File: src/swsr_pkg.sv
// shared types and constants for the single-wire sensor reader
// no dependencies; imported by swsr_fsm and single_wire_sensor_reader
package swsr_pkg;

    localparam int unsigned BITS_PER_BYTE = 8;
    localparam int unsigned TICK_W        = 16;
    localparam int unsigned BIT_IDX_W     = $clog2(BITS_PER_BYTE);
    localparam int unsigned FRAME_W       = 4;
    localparam int unsigned CFG_IDX_W     = 2;
    localparam int unsigned CFG_DATA_W    = 16;

    localparam logic [TICK_W-1:0]  START_LOW_RESET  = TICK_W'(20000);
    localparam logic [TICK_W-1:0]  RESP_DELAY_RESET = TICK_W'(40);
    localparam logic [TICK_W-1:0]  SAMPLE_DLY_RESET = TICK_W'(30);
    localparam logic [FRAME_W-1:0] FRAME_LEN_RESET  = FRAME_W'(5);
    localparam logic [FRAME_W-1:0] FRAME_LEN_MAX    = FRAME_W'(8);

    typedef enum logic [CFG_IDX_W-1:0] {
        CFG_START_LOW  = 2'd0,
        CFG_RESP_DELAY = 2'd1,
        CFG_SAMPLE_DLY = 2'd2,
        CFG_FRAME_LEN  = 2'd3
    } cfg_idx_t;

    typedef enum logic [3:0] {
        PH_IDLE       = 4'd0,
        PH_START_LOW  = 4'd1,
        PH_START_HIGH = 4'd2,
        PH_RESP_DELAY = 4'd3,
        PH_RESP_LOW1  = 4'd4,
        PH_RESP_HIGH  = 4'd5,
        PH_RESP_LOW2  = 4'd6,
        PH_BIT_HIGH   = 4'd7,
        PH_BIT_DELAY  = 4'd8,
        PH_BIT_LOW    = 4'd9
    } phase_t;

    typedef struct packed {
        logic [TICK_W-1:0]  start_low_ticks;
        logic [TICK_W-1:0]  response_delay_ticks;
        logic [TICK_W-1:0]  sample_delay_ticks;
        logic [FRAME_W-1:0] bytes_per_frame;
    } cfg_t;

    typedef struct packed {
        logic       line_output_enable;
        logic       line_output_level;
        logic       byte_valid;
        logic [7:0] data_byte;
        logic       last_byte;
        logic       busy_res;
    } result_t;

endpackage

File: src/single_wire_sensor_reader.sv
// top level of the single-wire sensor reader: config registers, skid stage, result register
// depends on swsr_pkg and swsr_fsm
//
//  channel | signals                                   | beat moves
//  --------+-------------------------------------------+-----------------------------------
//  in      | in_valid, in_stall, start_request,        | one line sample (one tick)
//          | line_level                                |
//  out     | out_valid, out_stall, line_output_enable, | one result per accepted tick
//          | line_output_level, byte_valid, data_byte, |
//          | last_byte, busy_res                       |
//  cfg     | cfg_write, cfg_index, cfg_data            | one register write, no wait
//
// the sequencer updates its state at the accepting edge and the result lands at that same
// edge in the output register, or in the skid if the output stalls, so a new beat can enter
// each cycle that in_stall is low; a one-entry skid register behind the output register
// absorbs a beat accepted while the output stalls; in_stall is the skid-full register
// reset (rst_n low, async) puts the sequencer in idle and loads the config reset values
// results leave in the order their ticks came in, one for each accepted tick
module single_wire_sensor_reader (
    input  logic                                clk,
    input  logic                                rst_n,
    // input channel
    input  logic                                in_valid,
    output logic                                in_stall,
    input  logic                                start_request,
    input  logic                                line_level,
    // output channel
    output logic                                out_valid,
    input  logic                                out_stall,
    output logic                                line_output_enable,
    output logic                                line_output_level,
    output logic                                byte_valid,
    output logic [7:0]                          data_byte,
    output logic                                last_byte,
    output logic                                busy_res,
    // config port
    input  logic                                cfg_write,
    input  logic [swsr_pkg::CFG_IDX_W-1:0]      cfg_index,
    input  logic [swsr_pkg::CFG_DATA_W-1:0]     cfg_data
);
    import swsr_pkg::*;

    cfg_t    cfg_reg;
    result_t step_result;
    result_t out_reg;
    result_t skid_reg;
    logic    out_valid_reg;
    logic    skid_full_reg;
    logic    in_accept;
    logic    out_free;

    // config registers, a write applies from the next tick on, even mid-transaction
    always_ff @(posedge clk or negedge rst_n)
    begin
        if (!rst_n)
        begin
            cfg_reg.start_low_ticks      <= START_LOW_RESET;
            cfg_reg.response_delay_ticks <= RESP_DELAY_RESET;
            cfg_reg.sample_delay_ticks   <= SAMPLE_DLY_RESET;
            cfg_reg.bytes_per_frame      <= FRAME_LEN_RESET;
        end
        else if (cfg_write)
        begin
            unique case (cfg_idx_t'(cfg_index))
                CFG_START_LOW:  cfg_reg.start_low_ticks      <= cfg_data[TICK_W-1:0];
                CFG_RESP_DELAY: cfg_reg.response_delay_ticks <= cfg_data[TICK_W-1:0];
                CFG_SAMPLE_DLY: cfg_reg.sample_delay_ticks   <= cfg_data[TICK_W-1:0];
                CFG_FRAME_LEN:  cfg_reg.bytes_per_frame      <= cfg_data[FRAME_W-1:0];
                default:        cfg_reg                      <= cfg_reg;
            endcase
        end
    end

    // beat accepted when the skid has room
    assign in_stall  = skid_full_reg;
    assign in_accept = in_valid && !skid_full_reg;
    // output register can take a new beat this cycle
    assign out_free  = !out_valid_reg || !out_stall;

    swsr_fsm u_fsm (
        .clk           (clk),
        .rst_n         (rst_n),
        .step          (in_accept),
        .start_request (start_request),
        .line_level    (line_level),
        .cfg           (cfg_reg),
        .result        (step_result)
    );

    // handshake control
    always_ff @(posedge clk or negedge rst_n)
    begin
        if (!rst_n)
        begin
            out_valid_reg <= 1'b0;
            skid_full_reg <= 1'b0;
        end
        else if (out_free)
        begin
            // skid drains first; while it is full no beat is accepted
            out_valid_reg <= skid_full_reg || in_accept;
            skid_full_reg <= 1'b0;
        end
        else if (in_accept)
            skid_full_reg <= 1'b1;
    end

    // payload registers
    always_ff @(posedge clk)
    begin
        if (out_free)
        begin
            if (skid_full_reg)
                out_reg <= skid_reg;
            else if (in_accept)
                out_reg <= step_result;
        end
        else if (in_accept)
            skid_reg <= step_result;
    end

    assign out_valid          = out_valid_reg;
    assign line_output_enable = out_reg.line_output_enable;
    assign line_output_level  = out_reg.line_output_level;
    assign byte_valid         = out_reg.byte_valid;
    assign data_byte          = out_reg.data_byte;
    assign last_byte          = out_reg.last_byte;
    assign busy_res           = out_reg.busy_res;

endmodule

File: src/swsr_fsm.sv
// transaction sequencer: phase, tick counter, bit and byte counters
// depends on swsr_pkg
module swsr_fsm (
    input  logic              clk,
    input  logic              rst_n,
    input  logic              step,
    input  logic              start_request,
    input  logic              line_level,
    input  swsr_pkg::cfg_t    cfg,
    output swsr_pkg::result_t result
);
    import swsr_pkg::*;

    phase_t                 phase_reg, phase_next;
    logic [TICK_W-1:0]      tick_reg, tick_next;
    logic [7:0]             shift_reg, shift_next;
    logic [BIT_IDX_W-1:0]   bit_idx_reg, bit_idx_next;
    logic [BIT_IDX_W-1:0]   byte_idx_reg, byte_idx_next;
    logic [FRAME_W-1:0]     frame_len;
    logic [TICK_W-1:0]      tick_inc;
    logic                   byte_done;
    logic                   frame_done;

    // 0 acts as 1, anything above 8 acts as 8
    always_comb
    begin
        if (cfg.bytes_per_frame == '0)
            frame_len = FRAME_W'(1);
        else if (cfg.bytes_per_frame > FRAME_LEN_MAX)
            frame_len = FRAME_LEN_MAX;
        else
            frame_len = cfg.bytes_per_frame;
    end

    assign tick_inc   = tick_reg + TICK_W'(1);
    assign byte_done  = (bit_idx_reg == BIT_IDX_W'(BITS_PER_BYTE - 1));
    assign frame_done = (FRAME_W'(byte_idx_reg) + FRAME_W'(1)) >= frame_len;

    // next state
    always_comb
    begin
        phase_next    = phase_reg;
        tick_next     = tick_reg;
        shift_next    = shift_reg;
        bit_idx_next  = bit_idx_reg;
        byte_idx_next = byte_idx_reg;
        unique case (phase_reg)
            PH_IDLE:
            begin
                if (start_request)
                begin
                    phase_next    = PH_START_LOW;
                    tick_next     = '0;
                    shift_next    = '0;
                    bit_idx_next  = '0;
                    byte_idx_next = '0;
                end
            end
            PH_START_LOW:
            begin
                if ((tick_inc == '0) || (tick_inc >= cfg.start_low_ticks))
                begin
                    phase_next = PH_START_HIGH;
                    tick_next  = '0;
                end
                else
                    tick_next = tick_inc;
            end
            PH_START_HIGH:
            begin
                phase_next = PH_RESP_DELAY;
                tick_next  = '0;
            end
            PH_RESP_DELAY:
            begin
                if (tick_reg >= cfg.response_delay_ticks)
                begin
                    phase_next = line_level ? PH_RESP_LOW1 : PH_RESP_HIGH;
                    tick_next  = '0;
                end
                else
                    tick_next = tick_inc;
            end
            PH_RESP_LOW1:
            begin
                if (!line_level)
                    phase_next = PH_RESP_HIGH;
            end
            PH_RESP_HIGH:
            begin
                if (line_level)
                    phase_next = PH_RESP_LOW2;
            end
            PH_RESP_LOW2:
            begin
                if (!line_level)
                    phase_next = PH_BIT_HIGH;
            end
            PH_BIT_HIGH:
            begin
                if (line_level)
                begin
                    phase_next = PH_BIT_DELAY;
                    tick_next  = '0;
                end
            end
            PH_BIT_DELAY:
            begin
                if (tick_reg >= cfg.sample_delay_ticks)
                begin
                    shift_next = {shift_reg[6:0], line_level};
                    phase_next = PH_BIT_LOW;
                    tick_next  = '0;
                end
                else
                    tick_next = tick_inc;
            end
            PH_BIT_LOW:
            begin
                if (!line_level)
                begin
                    if (byte_done)
                    begin
                        bit_idx_next = '0;
                        shift_next   = '0;
                        if (frame_done)
                        begin
                            byte_idx_next = '0;
                            phase_next    = PH_IDLE;
                        end
                        else
                        begin
                            byte_idx_next = byte_idx_reg + BIT_IDX_W'(1);
                            phase_next    = PH_BIT_HIGH;
                        end
                    end
                    else
                    begin
                        bit_idx_next = bit_idx_reg + BIT_IDX_W'(1);
                        phase_next   = PH_BIT_HIGH;
                    end
                end
            end
            default:
                phase_next = PH_IDLE;
        endcase
    end

    // outputs reflect the phase held at the start of the beat
    always_comb
    begin
        result                    = '0;
        result.busy_res           = (phase_reg != PH_IDLE);
        result.line_output_enable = (phase_reg == PH_START_LOW) ||
                                    (phase_reg == PH_START_HIGH);
        result.line_output_level  = (phase_reg == PH_START_HIGH);
        if ((phase_reg == PH_BIT_LOW) && !line_level && byte_done)
        begin
            result.byte_valid = 1'b1;
            result.data_byte  = shift_reg;
            result.last_byte  = frame_done;
        end
    end

    always_ff @(posedge clk or negedge rst_n)
    begin
        if (!rst_n)
        begin
            phase_reg    <= PH_IDLE;
            tick_reg     <= '0;
            shift_reg    <= '0;
            bit_idx_reg  <= '0;
            byte_idx_reg <= '0;
        end
        else if (step)
        begin
            phase_reg    <= phase_next;
            tick_reg     <= tick_next;
            shift_reg    <= shift_next;
            bit_idx_reg  <= bit_idx_next;
            byte_idx_reg <= byte_idx_next;
        end
    end

endmodule
File: config.mk
export PLATFORM = sky130hd
export DESIGN_NAME = single_wire_sensor_reader
export DESIGN_NICKNAME = d
export VERILOG_FILES = /design/src/swsr_pkg.sv /design/src/single_wire_sensor_reader.sv /design/src/swsr_fsm.sv
export SDC_FILE = /design/constraint.sdc
export NUM_CORES = 1
export LEC_CHECK = 0
export BUFFER_PORTS_ARGS = -buffer_cell sky130_fd_sc_hd__buf_4
export CAP_MARGIN = 20
export CORE_MARGIN = 4
export CORE_UTILIZATION = 60
export DETAILED_ROUTE_END_ITERATION = 10
export PLACE_DENSITY = 0.81
export SLEW_MARGIN = 25
export SYNTH_ARGS = -nofsm -noshare
export SYNTH_HDL_FRONTEND = slang
export SYNTH_SLANG_ARGS = --single-unit
File: constraint.sdc
create_clock -name clk -period 8.3 [get_ports clk]
set_input_delay 2.075 -clock clk [delete_from_list [all_inputs] [get_ports clk]]
set_output_delay 2.075 -clock clk [all_outputs]
set_load 0.01 [all_outputs]
==> metrics.txt, run 1 <==
CP Capture Type flop; hold depth 2; max-cap violations 0; Die H roughly 110 µm; Clk pwr share 0.391; Pint 1.23 mW; Vias/cell 5.99; switching part of the total 0.317; via count 4,790; first-pass GRT wire length between 20,000 and 25,000 µm; CTS Buffer Depth 2; Yosys cell types 59; Least-Margin Pin Slew 0.997 ns; Post-synth EDFFs 26; CTS buffer count 17; initial antenna violation count 0; Yosys reg bits 114; DRT Wirelength 13,800 µm; Critical R2R Launch u_fsm.tick_reg[0]; # DRC 0; highest routed metal layer met4; maximum VDD drop 0.000132 V; P_sw 0.572 mW; WHS Endpoint u_fsm.byte_idx_reg[1]; Worst Hold Class reg2reg; Reg2Reg Capture Point u_fsm.tick_reg[5]; Syn Area/Cell 10.5 µm²; row cnt 37; number of cells upsized or downsized after cts 0; wire length on met3 ~850 µm; DR WL met2 6660 µm; PwrDens 244 nW/µm²; RSZ-0062 raised after global routing no; register area share after synthesis 0.464; setup_tns 0 ns; Final Cycle Share 0.458; buffer count from post-CTS setup fixing 0; share of cells above drive strength 1 0.224; Area Growth Syn to Fin 14.7%; total track usage 0.229; CP required 8.69 ns; number of global-route vias before repair 4,772; Gate Count Post-Synth 614; DR iter-0 viols 346; post-layout min period 3.80 ns; Post-synth ARST share 0.772; Placer Congestion about 0.89; Pins Over Slew Limit 0; R2R Setup Slk 4.50 ns; crit path max fanout 18; die width 112 µm; fill count 727; synthesized area 6460 µm²; dpl hpwl 9540 µm; Largest register FFs 52; Fin. Hold Viols 0; fin nets 732; clk root buf clkbuf_8; GRT overflow 0; Initial Utilization 0.620; sequential share of power 0.405; largest net degree at the start of global routing 55; Comb power frac 0.205; Boundary Pins 40; r2r worst-path depth 14; routed len/inst 17.2 µm; min-delay src u_fsm.byte_idx_reg[1]; Lkg Pwr between 3 and 4 nW; top_reg_cell synth dfrtp_1; Arr. time, crit path 4.19 ns; Post-Syn Nets slightly below 700; final setup fails 0; clk sink count 114; Routed Antenna Nets 0; clock latency at the later pin of the worst-skew pair 0.52 ns; # port buffers 39; diode count 0; Core Area 10,400 µm²; die area 12,500 µm²; htree depth 4; CTS tree done; drt pass-1 iters 5; Final Util 0.711; Max Clock Skew between 0.006 and 0.007 ns; normalized max-slew margin 0.333; met1 WL 6010 µm; Max Clk Rate 263 MHz; hold buffer count at CTS 0; worst setup path category reg2reg; clock transition at the registers of the reported paths approximately 0.060 ns; status complete, no violations; yosys warns 0; Startpoint Class flop
==> through the flow <==
| stage | hold WS (ns) | area, µm² | setup slack (ns) | instances | power (mW) |
|---|---|---|---|---|---|
| after floorplan | 0.458 | 6460 | 4.83 | 614 | 0.982 |
| after global placement | 0.481 | 6830 | 4.61 | 768 | 1.07 |
| after detailed placement | 0.495 | 6840 | 4.47 | 768 | 1.10 |
| after CTS | 0.509 | 7410 | 4.54 | 800 | 1.81 |
| after global routing | 0.523 | 7410 | 4.19 | 800 | 1.90 |
| final | 0.505 | 7410 | 4.50 | 800 | 1.81 |
==> layout by cell type (no fill, tap or decap), types with 13 or more instances in the layout <==
cell type,count
clkbuf_16,16
nor2_1,17
mux2_2,47
inv_1,57
edfxtp_1,26
a21oi_1,20
dfstp_2,13
ha_1,56
o21ai_0,45
a21o_1,13
dfrtp_1,75
buf_4,41
nand2_1,64
nand2b_1,22
==> worst max-delay path, cell delays in order, from the launching register on <==
cell and delay [ns]:
dfrtp_1 0.48, ha_1 0.36, nand4_1 0.28, nor4_1 0.44
xnor2_1 0.21, inv_1 0.07, ha_1 0.29, nand4_1 0.15
nand2b_1 0.18, nor4_1 0.27, a21oi_1 0.14, o211ai_1 0.13
o21ba_4 0.31, nor2_1 0.10, o31a_1 0.27
==> power groups by stage <==
stage / logic, mW / clock network (mW) / registers [mW]
finish: 0.370 / 0.706 / 0.731
global route: 0.416 / 0.743 / 0.743
CTS: 0.370 / 0.711 / 0.730
detailed placement: 0.358 / 0 / 0.738
global placement: 0.339 / 0 / 0.732
floorplan: 0.273 / 0 / 0.709
==> synthesized netlist by cell type, types with 16 or more instances <==
cell type,number,share of area
nor2_1,17,0.0099
nand2b_1,22,0.021
edfxtp_1,26,0.12
dfrtp_1,75,0.29
ha_1,56,0.11
nand2_1,64,0.037
clkbuf_1,16,0.0093
mux2_2,47,0.082
o21ai_0,45,0.035
a21oi_1,21,0.016
inv_1,57,0.033
==> how the worst max path moves through the flow <==
stage	end	startpoint	slack (ns)	depth (start not counted)
global route	u_fsm.phase_reg[1]	u_fsm.tick_reg[0]	4.19	14
CTS	u_fsm.tick_reg[5]	u_fsm.tick_reg[0]	4.54	14
floorplan	u_fsm.phase_reg[1]	line_level	4.83	7
detailed placement	u_fsm.shift_reg[7]	in_valid	4.47	8
global placement	u_fsm.shift_reg[0]	in_valid	4.61	8
finish	u_fsm.tick_reg[5]	u_fsm.tick_reg[0]	4.50	14
==> cell type report <==
type	instances	area [µm²]	share of cell area
timing repair buffer	41	308	0.0415
multi-input combinational	420	3150	0.425
clock inverter	15	158	0.0213
inverter	57	214	0.0289
sequential	114	3000	0.405
clock buffer	17	414	0.0559
tap	136	170	0.0230
==> cell families (layout without fill, tap and decap cells) <==
family,after synthesis,in the layout,synth area share
simple gates,174,174,0.140
compound gates,123,123,0.128
flops,114,114,0.464
buf+inv,80,130,0.0502
fa+ha+maj,56,56,0.108
mux,49,49,0.0850
xor+xnor,18,18,0.0244
==> routing by layer <==
layer	up-vias	GRT usage
li1	2246	-
met1	2343	0.310
met2	175	0.371
met3	26	0.0484
met4	0	0.0730
met5	-	0
No activity file was read; power rests on OpenSTA's default activity.
==> run 2: changes to the inputs <==
Settings changed: CORE_UTILIZATION 60 to 55, PLACE_DENSITY 0.81 to 0.78.
Clock period 8.3 ns to 3.4 ns, I/O delays scaled along.
==> metrics.txt, run 2 (synthesis results as in run 1) <==
status complete, no violations (unchanged); largest net degree at the start of global routing 89 (was 55); drt pass-1 iters 5 (unchanged); dpl hpwl 9800 µm (was 9540 µm); Fin. Hold Viols 0 (unchanged); crit path max fanout 9 (was 18); GRT overflow 0 (unchanged); fin nets 751 (was 732); total track usage 0.220 (was 0.229); final worst slack 0.138 ns (was 4.50 ns); DR WL met2 6330 µm (was 6660 µm); diode count 0 (unchanged); htree depth 4 (unchanged); Pins Over Slew Limit 0 (unchanged); CTS tree done (unchanged); Boundary Pins 40 (unchanged); R2R Setup Slk 0.14 ns (was 4.50 ns); clk sink count 114 (unchanged); clk root buf clkbuf_16 (was clkbuf_8); setup_tns 0 ns (unchanged); final setup fails 0 (unchanged); wire length on met3 781 µm (was 849 µm); CTS buffer count 17 (unchanged); Vias/cell 5.72 (was 5.99); Area Growth Syn to Fin 17.9% (was 14.7%); CTS Buffer Depth 2 (unchanged); maximum VDD drop 0.000472 V (was 0.000132 V); r2r worst-path depth 16 (was 14); row cnt 39 (was 37); via count 4,725 (was 4,790); Reg2Reg Capture Point u_fsm.tick_reg[2] (was u_fsm.tick_reg[5]); Lkg Pwr 3.60 nW (was 3.51 nW); Routed Antenna Nets 0 (unchanged); Placer Congestion 0.910 (was 0.891); CP Capture Type flop (unchanged); highest routed metal layer met4 (unchanged); # DRC 0 (unchanged); routed len/inst 16.5 µm (was 17.2 µm); Critical R2R Launch u_fsm.tick_reg[1] (was u_fsm.tick_reg[0]); first-pass GRT wire length 22,900 µm (was 23,200 µm); Final Cycle Share 0.959 (was 0.458); initial antenna violation count 0 (unchanged); multi-input logic area 3160 µm² (was 3150 µm²); hold buffer count at CTS 0 (unchanged); worst setup path category reg2reg (unchanged); die width 116 µm (was 112 µm); most common cell after layout, fill and taps aside dfrtp_1 (unchanged); DRT Wirelength 13,600 µm (was 13,800 µm); CP Cell Sequence ha_1 > nand4_1 > buf_4 > nor3_1 > xnor2_1 > inv_1 > ha_1 > nand4_1 > nand2b_1 > nor4_1 > a21oi_1 > o211ai_1 > o21ba_4 > buf_12 > o21bai_2 > a21o_1 (was ha_1 > nand4_1 > nor4_1 > xnor2_1 > inv_1 > ha_1 > nand4_1 > nand2b_1 > nor4_1 > a21oi_1 > o211ai_1 > o21ba_4 > nor2_1 > o31a_1); post-layout min period 3.26 ns (was 3.80 ns); Worst Hold Class in2async (was reg2reg); WP buf/inv 3 (was 1); Startpoint Class flop (unchanged); Arr. time, crit path 3.57 ns (was 4.19 ns); crit-path max cell delay 0.42 ns (was 0.48 ns); die area 13,500 µm² (was 12,500 µm²); clock transition at the registers of the reported paths 0.05 ns (was 0.06 ns); max-cap violations 0 (unchanged); FF+latch area 3000 µm² (about the same); Crit path max-delay family simple AND/OR/NAND/NOR gates (unchanged); PwrDens 588 nW/µm² (was 244 nW/µm²); Die H 116 µm (was 112 µm); # port buffers 39 (unchanged); CP required 3.71 ns (was 8.69 ns); clock latency at the later pin of the worst-skew pair 0.42 ns (was 0.52 ns); Setup WS pre-CTS 0.118 ns (was 4.47 ns); DR iter-0 viols 279 (was 346); most frequent cells in the layout dfrtp_1 (71), nand2_1 (64), buf_4 (58) (was dfrtp_1 (75), nand2_1 (64), inv_1 (57)); Least-Margin Pin Slew 0.810 ns (was 0.997 ns); Initial Utilization 0.563 (was 0.620); share of cells above drive strength 1 0.250 (was 0.224); Core Area 11,500 µm² (was 10,400 µm²); normalized max-slew margin 0.460 (was 0.333); Max Clock Skew 0.00687 ns (was 0.00616 ns); Largest register FFs 52 (unchanged); Slowest cell on crit path dfrtp_2 (was dfrtp_1); Max Clk Rate 307 MHz (was 263 MHz); fill count 840 (was 727); met1 WL 6040 µm (was 6010 µm); number of global-route vias before repair 4,765 (was 4,772)
## run 2: changes by cell type in the layout (fill, tap and decap cells not counted), moves of 3 or more
cell	before	now
buf_4	41	58
clkinvlp_4	2	6
dfrtp_1	75	71
inv_8	3	0
inv_6	8	1
dfrtp_2	0	4
## run 2: through the flow
step	instances	hold slack [ns]	util	total power [mW]	cell area, µm²
global placement	788	0.476	0.605	2.64	6940
finish	826	0.471	0.664	4.48	7620
global route	826	0.513	0.664	4.72	7620
floorplan	614	0.458	-	2.40	6460
CTS	820	0.495	0.658	4.47	7540
detailed placement	788	0.480	0.606	2.68	6940
## run 2: worst max path at each step
stage | startpoint | endpoint | slack [ns] | cells after the start
6_report | u_fsm.tick_reg[1] | u_fsm.tick_reg[2] | 0.14 | 16
2_1_floorplan | u_fsm.tick_reg[0] | u_fsm.tick_reg[2] | 0.31 | 15
5_1_grt | u_fsm.tick_reg[1] | u_fsm.tick_reg[2] | -0.04 | 16
3_3_place_gp | u_fsm.tick_reg[3] | u_fsm.tick_reg[5] | 0.27 | 14
3_5_place_dp | u_fsm.tick_reg[3] | u_fsm.tick_reg[5] | 0.12 | 14
4_1_cts | u_fsm.tick_reg[3] | u_fsm.tick_reg[5] | 0.09 | 14
## run 2: layer usage
layer,track usage,vias up
met5,0,-
met3,0.0611,38
li1,-,2288
met1,0.280,2260
met4,0.116,0
met2,0.342,139
## run 2: what timing repair did
action                     CTS  global route
buffers inserted             0             6
setup endpoints to repair    0            20
resized for setup            0             8
## run 2: power breakdown
part           total, mW  switching [mW]  leakage [nW]  internal [mW]
Clock               1.77           0.625         0.272           1.15
Combinational      0.936           0.512          1.99          0.425
Sequential          1.77           0.152          1.34           1.62
## run 2: layout make-up
cell class / instances / area share
inverter: 57 / 0.0281
multi-input combinational: 420 / 0.415
clock inverter: 13 / 0.0214
tap: 143 / 0.0235
clock buffer: 19 / 0.0568
sequential: 114 / 0.394
timing repair buffer: 60 / 0.0613
==> run 3: changes to the inputs <==
Settings changed: CTS_CLUSTER_DIAMETER set to 100, GPL_TIMING_DRIVEN set to 0.
==> metrics.txt, run 3 (synthesis results as in run 1) <==
# port buffers 38 (was 39); largest net degree at the start of global routing 89 (unchanged); normalized max-slew margin 0.468 (was 0.460); via count 4,800 (was 4,725); GRT overflow 0 (unchanged); clk sink count 114 (unchanged); share of cells above drive strength 1 0.241 (was 0.250); CP Capture Type flop (unchanged); Area Growth Syn to Fin 17.8% (was 17.9%); Critical R2R Launch u_fsm.tick_reg[7] (was u_fsm.tick_reg[1]); Max Clock Skew 0.00666 ns (was 0.00687 ns); clk root buf clkbuf_16 (unchanged); CTS buffer count 17 (unchanged); CTS tree done (unchanged); first-pass GRT wire length 23,400 µm (was 22,900 µm); Fin. Hold Viols 0 (unchanged); Least-Margin Pin Slew 0.798 ns (was 0.810 ns); Arr. time, crit path 3.60 ns (was 3.57 ns); worst setup path category reg2reg (unchanged); initial antenna violation count 0 (unchanged); max-cap violations 0 (unchanged); Worst Hold Class in2async (unchanged); clock latency at the later pin of the worst-skew pair 0.43 ns (was 0.42 ns); CP startpoint u_fsm.tick_reg[7] (was u_fsm.tick_reg[1]); die area 13,500 µm² (unchanged); most common cell after layout, fill and taps aside dfrtp_1 (unchanged); Largest register FFs 52 (unchanged); fill count 827 (was 840); CP required 3.71 ns (about the same); die width 116 µm (unchanged); CP Cell Sequence buf_2 > nand4_4 > nor2_1 > and3_2 > and3_1 > xor2_2 > ha_1 > nand4_1 > nand2b_1 > nor4_1 > a21oi_1 > o211ai_1 > o21ba_4 > buf_6 > o21bai_2 > a21o_1 (was ha_1 > nand4_1 > buf_4 > nor3_1 > xnor2_1 > inv_1 > ha_1 > nand4_1 > nand2b_1 > nor4_1 > a21oi_1 > o211ai_1 > o21ba_4 > buf_12 > o21bai_2 > a21o_1); htree depth 4 (unchanged); Placer Congestion 0.907 (was 0.910); fin nets 760 (was 751); Startpoint Class flop (unchanged); dpl hpwl 10,100 µm (was 9800 µm); Routed Antenna Nets 0 (unchanged); Setup WS pre-CTS -0.220 ns (was 0.118 ns); Slowest cell on crit path dfrtp_1 (was dfrtp_2); final worst slack 0.118 ns (was 0.138 ns); crit-path max cell delay 0.39 ns (was 0.42 ns); clock transition at the registers of the reported paths 0.06 ns (was 0.05 ns); CTS Buffer Depth 2 (unchanged); Final Cycle Share 0.965 (was 0.959); Pins Over Slew Limit 0 (unchanged); routed len/inst 17.1 µm (was 16.5 µm); DRT Wirelength 14,300 µm (was 13,600 µm); final setup fails 0 (unchanged); total track usage 0.227 (was 0.220); R2R Setup Slk 0.12 ns (was 0.14 ns); post-layout min period 3.28 ns (was 3.26 ns); Die H 116 µm (unchanged); Core Area 11,500 µm² (unchanged); status complete, no violations (unchanged); Vias/cell 5.75 (was 5.72); PwrDens 580 nW/µm² (was 588 nW/µm²); DR iter-0 viols 284 (was 279); drt pass-1 iters 5 (unchanged); row cnt 39 (unchanged); Design Power 4.42 mW (was 4.48 mW); most frequent cells in the layout dfrtp_1 (73), nand2_1 (64), inv_1 (57) (was dfrtp_1 (71), nand2_1 (64), buf_4 (58)); Reg2Reg Capture Point u_fsm.tick_reg[2] (unchanged); crit path max fanout 10 (was 9); # DRC 0 (unchanged); Initial Utilization 0.563 (unchanged); Boundary Pins 40 (unchanged); diode count 0 (unchanged); number of global-route vias before repair 4,900 (was 4,765); Final Util 0.664 (about the same); r2r worst-path depth 16 (unchanged); maximum VDD drop 0.000496 V (was 0.000472 V); Lkg Pwr 3.58 nW (was 3.60 nW); Max Clk Rate 305 MHz (was 307 MHz)
-- run 3: layer usage --
metal  part of all wire  GRT usage
met1               0.43      0.284
met2               0.48      0.364
met3              0.059     0.0611
met4              0.029      0.115
met5                  0          0
-- run 3: final cells by class --
| class | instances | area (µm²) | area share |
|---|---|---|---|
| timing repair buffer | 47 | 357 | 0.0469 |
| buffer | 22 | 111 | 0.0146 |
| clock inverter | 14 | 130 | 0.0171 |
| tap | 143 | 179 | 0.0235 |
| multi-input combinational | 420 | 3190 | 0.419 |
| clock buffer | 18 | 429 | 0.0564 |
| sequential | 114 | 3000 | 0.394 |
| inverter | 57 | 214 | 0.0281 |
-- run 3: worst max path at each step --
stage	to	slack, ns	depth (start not counted)
after floorplan	u_fsm.tick_reg[2]	0.31	15
after global placement	u_fsm.tick_reg[2]	-0.12	15
after detailed placement	u_fsm.tick_reg[2]	-0.22	15
after CTS	u_fsm.tick_reg[2]	0.03	16
after global routing	u_fsm.tick_reg[2]	-0.004	16
final	u_fsm.tick_reg[2]	0.12	16
-- run 3: critical path: cells and delay by family (launching register included) --
family                     cells  cell delay, ns
AOI/OAI and AO/OA              5            0.69
xor gates and xnor gates       1            0.09
adders and majority gates      1            0.31
buffers and inverters          2            0.40
DFF                            1            0.39
and+or+nand+nor                7            1.30
-- run 3: timing repair --
action | in CTS | in global routing
hold buffers | 0 | 0
setup endpoints to repair | 18 | 19
setup buffers | 1 | 8
pin swaps | 1 | 2
gates resized for setup | 6 | 7
-- run 3: per-stage QoR --
step | hold slack, ns | setup TNS (ns) | std cells | area, µm²
floorplan | 0.458 | 0 | 614 | 6460
global placement | 0.475 | -0.567 | 795 | 6930
detailed placement | 0.487 | -1.66 | 795 | 6930
CTS | 0.500 | 0 | 828 | 7520
global route | 0.507 | -0.00415 | 835 | 7610
finish | 0.498 | 0 | 835 | 7610
-- run 3: power by group --
part	switching [mW]	internal, mW
clock	0.672	1.01
combinational	0.564	0.434
sequential	0.121	1.62
